==> src/design/assert_macros.svh <==
// Assertion macros used by fit_block_allocator.
`ifndef ASSERT_MACROS_SVH
`define ASSERT_MACROS_SVH

// Implication checked at every clock edge outside reset.
`define ASSERT_IMPL(label, clk, rst, ante, cons, msg) \
  label: assert property (@(posedge clk) disable iff (rst) (ante) |-> (cons)) \
    else $error(msg);

// Next-cycle implication checked outside reset.
`define ASSERT_NEXT(label, clk, rst, ante, cons, msg) \
  label: assert property (@(posedge clk) disable iff (rst) (ante) |=> (cons)) \
    else $error(msg);

`endif

==> src/design/fba_pkg.sv <==
package fba_pkg;

  localparam logic [2:0] ST_OK          = 3'd0;
  localparam logic [2:0] ST_ZERO_SIZE   = 3'd1;
  localparam logic [2:0] ST_NO_MEMORY   = 3'd2;
  localparam logic [2:0] ST_FRAGMENTED  = 3'd3;
  localparam logic [2:0] ST_INVALID_IDX = 3'd4;
  localparam logic [2:0] ST_DOUBLE_FREE = 3'd5;

  localparam logic REQ_ALLOC = 1'b0;
  localparam logic REQ_FREE  = 1'b1;

  localparam logic [14:0] BYTE_OUT_MAX = 15'h7FFF;

  typedef struct packed {
    logic        req_type;
    logic [15:0] size_bytes;
    logic [15:0] start_index;
  } req_t;

  typedef struct packed {
    logic [2:0]  status;
    logic [7:0]  seg_start;
    logic [8:0]  seg_blocks;
    logic [31:0] grant_id;
    logic [14:0] bytes_in_use;
    logic [14:0] peak_bytes;
  } resp_t;

endpackage

==> src/design/fit_block_allocator.sv <==
// Channel | Direction | Handshake             | Payload
// req     | in        | req_valid/req_stall   | fba_pkg::req_t
// resp    | out       | resp_valid/resp_stall | fba_pkg::resp_t
// cfg     | in        | cfg_we                | cfg_data (fit_mode)
//
// An allocate walks the segment chain twice, reading each segment's address, then its data.
// After reset a clearing pass runs before items are taken.
// A finished item waits in the output register while resp_stall is high, and the next
// item is taken in the cycle after the result leaves.
`include "assert_macros.svh"

module fit_block_allocator #(
  parameter int NUM_BLOCKS      = 256,
  parameter int BYTES_PER_BLOCK = 64,
  parameter int HEADER_BYTES    = 32
) (
  input  logic           clk,
  input  logic           rst,
  input  logic           cfg_we,
  input  logic           cfg_data,
  input  logic           req_valid,
  output logic           req_stall,
  input  fba_pkg::req_t  req,
  output logic           resp_valid,
  input  logic           resp_stall,
  output fba_pkg::resp_t resp
);

  localparam int IW = $clog2(NUM_BLOCKS);
  localparam int LW = IW + 1;
  localparam int BW = $clog2(NUM_BLOCKS * BYTES_PER_BLOCK + 1) + 1;
  localparam int NW = 18;
  localparam int PW = NW + 32;
  localparam int RSH = 31;
  localparam logic [31:0] RECIP = 32'(((64'd1 << RSH) + 64'(BYTES_PER_BLOCK) - 64'd1)
                                      / 64'(BYTES_PER_BLOCK));

  typedef enum logic [3:0] {
    S_CLEAR, S_IDLE, S_SUM_RD, S_SUM, S_FIT_RD, S_FIT, S_SPLIT,
    S_FREE_RD, S_FREE_CHK, S_NEXT_RD, S_MERGE, S_OUT
  } state_t;

  // Entry: head, free, length.
  typedef struct packed {
    logic          head;
    logic          free;
    logic [LW-1:0] len;
  } ent_t;

  ent_t mem [NUM_BLOCKS];
  ent_t rd;
  logic [IW-1:0] rd_addr;
  logic          wr_en;
  logic [IW-1:0] wr_addr;
  ent_t          wr_data;

  state_t        state;
  logic          fit_mode;
  logic [LW-1:0] idx;
  logic [LW-1:0] need;
  logic [LW-1:0] total;
  logic          found;
  logic [IW-1:0] pick;
  logic [LW-1:0] pick_len;
  logic [IW-1:0] fstart;
  logic [LW-1:0] flen;
  logic [31:0]   id_counter;
  logic [BW-1:0] used;
  logic [BW-1:0] peak;
  logic [15:0]   fidx;
  fba_pkg::resp_t resp_r;

  // The split remainder and a merged-away entry are written through the shared port
  // during the first cycle of S_OUT.
  logic          rest_pend;
  logic [IW-1:0] rest_addr;
  logic [LW-1:0] rest_len;
  logic          kill_pend;
  logic          merge;

  logic [NW-1:0] need_sum;
  logic [PW-1:0] need_prod;
  logic [NW-1:0] need_full;
  logic [LW-1:0] nxt_free;
  logic [BW-1:0] delta;

  // The block count is a constant reciprocal multiplication, exact over the whole input range.
  assign need_sum  = NW'(req.size_bytes) + NW'(HEADER_BYTES + BYTES_PER_BLOCK - 1);
  assign need_prod = PW'(need_sum) * PW'(RECIP);
  assign need_full = need_prod[RSH +: NW];
  assign nxt_free  = LW'(fstart) + flen;
  assign delta     = BW'(need) * BW'(BYTES_PER_BLOCK);

  always_ff @(posedge clk) begin
    if (wr_en) begin
      mem[wr_addr] <= wr_data;
    end
    rd <= mem[rd_addr];
  end

  function automatic logic [14:0] sat(input logic [BW-1:0] v);
    if (v > BW'(fba_pkg::BYTE_OUT_MAX)) begin
      return fba_pkg::BYTE_OUT_MAX;
    end
    return 15'(v);
  endfunction

  function automatic fba_pkg::resp_t mk_resp(input logic [2:0] st, input logic [7:0] start,
                                             input logic [8:0] blocks, input logic [31:0] id);
    return '{status: st, seg_start: start, seg_blocks: blocks, grant_id: id,
             bytes_in_use: 15'd0, peak_bytes: 15'd0};
  endfunction

  always_comb begin
    rd_addr = idx[IW-1:0];
    wr_en   = 1'b0;
    wr_addr = idx[IW-1:0];
    wr_data = '0;
    merge   = (nxt_free < LW'(NUM_BLOCKS)) && rd.head && rd.free;
    case (state)
      S_CLEAR: begin
        wr_en = 1'b1;
        if (idx == '0) begin
          wr_data = '{head: 1'b1, free: 1'b1, len: LW'(NUM_BLOCKS)};
        end
      end
      S_FREE_RD: rd_addr = fidx[IW-1:0];
      S_SPLIT: begin
        wr_en   = found;
        wr_addr = pick;
        wr_data = '{head: 1'b1, free: 1'b0, len: need};
      end
      S_MERGE: begin
        wr_en   = 1'b1;
        wr_addr = fstart;
        wr_data = '{head: 1'b1, free: 1'b1, len: merge ? flen + rd.len : flen};
      end
      S_OUT: begin
        wr_en   = rest_pend || kill_pend;
        wr_addr = rest_addr;
        if (rest_pend) begin
          wr_data = '{head: 1'b1, free: 1'b1, len: rest_len};
        end
      end
      default: ;
    endcase
  end

  always_ff @(posedge clk) begin
    if (rst) begin
      state      <= S_CLEAR;
      idx        <= '0;
      fit_mode   <= 1'b0;
      id_counter <= '0;
      used       <= '0;
      peak       <= '0;
      resp_valid <= 1'b0;
      rest_pend  <= 1'b0;
      kill_pend  <= 1'b0;
    end else begin
      if (cfg_we) begin
        fit_mode <= cfg_data;
      end
      case (state)
        S_CLEAR: begin
          if (idx == LW'(NUM_BLOCKS - 1)) begin
            idx   <= '0;
            state <= S_IDLE;
          end else begin
            idx <= idx + LW'(1);
          end
        end
        S_IDLE: begin
          if (req_valid) begin
            idx   <= '0;
            total <= '0;
            found <= 1'b0;
            fidx  <= req.start_index;
            if (req.req_type == fba_pkg::REQ_FREE) begin
              state <= S_FREE_RD;
            end else if (req.size_bytes == '0) begin
              resp_r <= mk_resp(fba_pkg::ST_ZERO_SIZE, 8'd0, 9'd0, 32'd0);
              state  <= S_OUT;
            end else if (need_full > NW'(NUM_BLOCKS)) begin
              resp_r <= mk_resp(fba_pkg::ST_NO_MEMORY, 8'd0, 9'd0, 32'd0);
              state  <= S_OUT;
            end else begin
              need  <= LW'(need_full);
              state <= S_SUM_RD;
            end
          end
        end
        S_SUM_RD: state <= S_SUM;
        S_SUM: begin
          if (rd.free) begin
            total <= total + rd.len;
          end
          if (idx + rd.len >= LW'(NUM_BLOCKS) || rd.len == '0) begin
            idx   <= '0;
            state <= S_FIT_RD;
          end else begin
            idx   <= idx + rd.len;
            state <= S_SUM_RD;
          end
        end
        S_FIT_RD: begin
          if (total < need) begin
            resp_r <= mk_resp(fba_pkg::ST_NO_MEMORY, 8'd0, 9'd0, 32'd0);
            state  <= S_OUT;
          end else begin
            state <= S_FIT;
          end
        end
        S_FIT: begin
          if (rd.free && rd.len >= need && (!found || rd.len < pick_len)) begin
            found    <= 1'b1;
            pick     <= idx[IW-1:0];
            pick_len <= rd.len;
          end
          if ((rd.free && rd.len >= need && !found && !fit_mode)
              || idx + rd.len >= LW'(NUM_BLOCKS) || rd.len == '0) begin
            state <= S_SPLIT;
          end else begin
            idx   <= idx + rd.len;
            state <= S_FIT_RD;
          end
        end
        S_SPLIT: begin
          if (!found) begin
            resp_r <= mk_resp(fba_pkg::ST_FRAGMENTED, 8'd0, 9'd0, 32'd0);
            state  <= S_OUT;
          end else begin
            rest_pend  <= pick_len > need;
            rest_addr  <= IW'(LW'(pick) + need);
            rest_len   <= pick_len - need;
            id_counter <= id_counter + 32'd1;
            used       <= used + delta;
            if (used + delta > peak) begin
              peak <= used + delta;
            end
            resp_r <= mk_resp(fba_pkg::ST_OK, 8'(pick), 9'(need), id_counter + 32'd1);
            state  <= S_OUT;
          end
        end
        S_FREE_RD: begin
          state <= S_FREE_CHK;
        end
        S_FREE_CHK: begin
          if (fidx >= 16'(NUM_BLOCKS) || !rd.head) begin
            resp_r <= mk_resp(fba_pkg::ST_INVALID_IDX, 8'd0, 9'd0, 32'd0);
            state  <= S_OUT;
          end else if (rd.free) begin
            resp_r <= mk_resp(fba_pkg::ST_DOUBLE_FREE, 8'd0, 9'd0, 32'd0);
            state  <= S_OUT;
          end else begin
            fstart <= fidx[IW-1:0];
            flen   <= rd.len;
            used   <= used - BW'(rd.len) * BW'(BYTES_PER_BLOCK);
            idx    <= LW'(fidx[IW-1:0]) + rd.len;
            state  <= S_NEXT_RD;
          end
        end
        S_NEXT_RD: begin
          state <= S_MERGE;
        end
        S_MERGE: begin
          kill_pend <= merge;
          rest_addr <= nxt_free[IW-1:0];
          resp_r    <= mk_resp(fba_pkg::ST_OK, 8'(fstart), 9'(flen), 32'd0);
          state     <= S_OUT;
        end
        S_OUT: begin
          if (rest_pend || kill_pend) begin
            rest_pend <= 1'b0;
            kill_pend <= 1'b0;
          end else if (!resp_valid) begin
            resp_valid <= 1'b1;
            resp       <= '{status: resp_r.status, seg_start: resp_r.seg_start,
                            seg_blocks: resp_r.seg_blocks, grant_id: resp_r.grant_id,
                            bytes_in_use: sat(used), peak_bytes: sat(peak)};
          end else if (!resp_stall) begin
            resp_valid <= 1'b0;
            state      <= S_IDLE;
          end
        end
        default: state <= S_IDLE;
      endcase
    end
  end

  assign req_stall = (state != S_IDLE);

`ASSERT_IMPL(a_out_idle, clk, rst, resp_valid, state == S_OUT, "result outside output state")
`ASSERT_IMPL(a_grant_ok, clk, rst, resp_valid && resp.grant_id != '0, resp.status == fba_pkg::ST_OK, "id on failure")
`ASSERT_IMPL(a_peak, clk, rst, 1'b1, peak >= used, "peak below usage")
`ASSERT_NEXT(a_hold, clk, rst, resp_valid && resp_stall, resp_valid && $stable(resp), "result dropped")

endmodule

==> config.mk <==
export PLATFORM = sky130hd
export DESIGN_NAME = fit_block_allocator
export DESIGN_NICKNAME = d
export VERILOG_FILES = /design/src/design/fba_pkg.sv /design/src/design/fit_block_allocator.sv
export VERILOG_INCLUDE_DIRS = /design/src /design/src/design
export SDC_FILE = /design/constraint.sdc
export NUM_CORES = 2
export LEC_CHECK = 0
export BUFFER_PORTS_ARGS = -buffer_cell sky130_fd_sc_hd__buf_2
export CAP_MARGIN = 15
export CORE_MARGIN = 2
export CORE_UTILIZATION = 48
export DETAILED_ROUTE_END_ITERATION = 10
export PLACE_DENSITY = 0.74
export SETUP_SLACK_MARGIN = 0.1
export SLEW_MARGIN = 20
export SYNTH_ARGS = -nofsm -noshare
export SYNTH_HDL_FRONTEND = slang
export SYNTH_SLANG_ARGS = --single-unit
export TNS_END_PERCENT = 5
==> constraint.sdc <==
create_clock -name clk -period 36.6 [get_ports clk]
set_input_delay 1.83 -clock clk [delete_from_list [all_inputs] [get_ports clk]]
set_output_delay 1.83 -clock clk [all_outputs]
set_load 0.02 [all_outputs]
==> results.md <==
- Chip width: 514 um
- Gpl congestion: 0.907
- Worst VDD drop: 0.0415 mV
- Footprint of the multi-input gates: 30500 um^2
- Initial core utilization: 0.482
- H-tree Lvls: 5
- Pwr Total: 0.00758 W
- Final hold vios: 0
- Clk sinks: 3106
- Final ANT Viol Nets: 0
- Net Count, Synth: 8531
- DP HPWL: 203000 um
- F_max: 128 MHz
- Post-CTS sizing: 0
- Worst hold path type: flop to flop
- P per Cell Area: 54.3 nW/um^2
- Slew @ Worst Pin: 1.33 ns
- Fin cells: 12122
- Setup Buffers After CTS: 0
- NetSw: 0.00171 W
- Global-route wire length before repair: 502000 um
- MaxCap Viol Count: 0
- Setup CP Type: flop to flop
- Clock Tree Root: clkbuf_16
- Yosys cell types: 83
- Async SR Flop Fraction: 0
- Routed vias: 77113
- Sw Ratio: 0.226
- Site row count: 187
- Worst Setup End Kind: flop
- Routed vias/inst: 6.36
- Status: finished, final reports clean
- Sequential share of power: 0.520
- Pin count of the biggest net entering global routing: 215
- All-Layer GR Usage: 0.257
- Num CTS Buffers: 316
- Reg clk slew, reported paths: 0.06 ns
- Routed wire length: 348000 um
- Seq cells post-synth: 3106
- WP data required: 37.46 ns
- Slew Limit Fails: 0
- Yosys top cell by area: edfxtp_1
- IO Port Bufs: 122
- Hold_buf cts: 0
- Slew Limit Headroom: 0.112
- Total negative slack: 0 ns
- Sequential area share after synthesis: 0.739
- Number of flops mapped to enable cells by yosys: 3026
- Clock tree buffer depth: 4
- Remaining Overflow, GRT: 0
- Crit-path max FO: 62
- Core Footprint: 259000 um^2
- Cell Area, Synth: 125000 um^2
- Worst Clk Skew: 0.0785 ns
- Placed Instances: 11569
- Die footprint: 265000 um^2
- Most frequent cell after synthesis: edfxtp_1
- Logic pwr share: 0.070
- Hold WS: 0.415 ns
- Final min period: 7.79 ns
- Leak Pwr: 45.3 nW
- Synth Area per Inst: 14.9 um^2
- Commonest cells in the netlist: edfxtp_1 (3026), nand2_1 (1454), a21oi_1 (440)
- CP Launch Type: flop
- Mapped Cells: 8371
- Ranking of synthesized cells by area: edfxtp_1 (73%), nand2_1 (4.4%), mux4_2 (3.2%)
- Ratio of final minimum period to clock period: 0.213
- Clock Latency Late Sink: 0.98 ns
- # setup viols final: 0
- Die Ht: 514 um
- I/O pins: 123
- Initial antenna violation count: 14
- Top FF cell, synth: edfxtp_1
- Vias in the first global route: 74243
- Synth top area share: 0.726
- DRC viols: 0
- Sequential cell area: 92500 um^2
- Yosys warning count: 0
- Final Net Count: 8649
- CTS tree: yes
- Crit path DAT: 8.64 ns
- Int Pwr: 0.00586 W
- First DRT Iteration DRCs: 12046
- DRT Pass-1 Iters: 7
- Power share of the clock group: 0.410
- RSZ-0062 raised after global routing: no
- Fill count: 19723
- Routed len/inst: 28.7 um
- Area growth syn-to-layout: 11.5%
- Share of layout cells above drive strength 1: 0.135
cell families (layout without fill, tap and decap cells):
group | count (synthesis) | in the layout | share of synthesized area
AOI/OAI and AO/OA | 1219 | 1219 | 0.0623
xor gates and xnor gates | 123 | 123 | 0.00861
adders and majority gates | 121 | 121 | 0.0126
buffers and inverters | 584 | 917 | 0.0242
DFF | 3106 | 3106 | 0.739
muxes | 517 | 517 | 0.0595
other | 0 | 16 | 0
and+or+nand+nor | 2701 | 2701 | 0.0935
cell type report:
class | count | area share
sequential | 3106 | 0.663
multi-input combinational | 4681 | 0.219
clock buffer | 395 | 0.0602
tap | 3402 | 0.0305
timing repair buffer | 304 | 0.0156
clock inverter | 138 | 0.00936
inverter | 80 | 0.00215
antenna | 16 | 0.000287
stage by stage:
step / setup WS [ns] / utilization / area, um^2
final: 28.81 / 0.538 / 139000
after floorplan: 22.01 / - / 125000
after CTS: 29.02 / 0.536 / 139000
after global routing: 28.44 / 0.537 / 139000
after detailed placement: 29.12 / 0.498 / 129000
after global placement: 29.30 / 0.497 / 129000
worst max-delay path, cell delays in order, from the launching register on:
cell and delay, ns:
dfxtp_1 0.76, and4b_2 0.98, mux2i_4 0.66, buf_4 0.67, buf_4 0.74, buf_4 0.82
buf_4 0.74, mux2i_1 0.19, a222oi_1 0.43, a21oi_1 0.16, a31oi_1 0.63, nand4_1 0.38
nor4_1 0.33
power by group through the flow:
stage,clock network (W),registers (W),logic (W)
after detailed placement,0,0.00402,0.000513
final,0.00310,0.00394,0.000532
after CTS,0.00311,0.00394,0.000517
after global placement,0,0.00402,0.000498
after floorplan,0,0.00404,0.000327
after global routing,0.00325,0.00394,0.000557
routing by layer:
| metal | routed length, um | share of wire | GRT usage |
|---|---|---|---|
| met1 | 125000 | 0.36 | 0.342 |
| met2 | 159000 | 0.46 | 0.393 |
| met3 | 46700 | 0.13 | 0.0710 |
| met4 | 17100 | 0.049 | 0.122 |
| met5 | 99 | 0.00028 | 0 |
cell usage in the layout (no fill, tap or decap), drive strengths merged, types with 113 or more instances in the layout:
cell	synthesis	routed
nand2	1454	1454
edfxtp	3026	3026
o21ai	139	139
mux2i	325	325
a21oi	440	440
nor2	432	432
nand3	372	372
a31oi	113	113
clkbuf	186	395
buf	318	304
mux4	177	177
registers in the layout (all words and copies together) (netlist names), 10 cells and up:
register    cells
fidx           16
id_counter     32
mem          2816
peak           10
rd             11
resp           72
resp_r         52
used           10
path summary, 6_finish.rpt:
kind	start	endpoint	slack, ns	depth (start not counted)
min	resp_r[55]	resp[55]	0.41	0
max	state[0]	rd[2]	28.81	12
min reg2reg	resp_r[55]	resp[55]	0.41	0
max reg2reg	state[0]	rd[2]	28.81	12
Power figures use the tool's default switching activity.
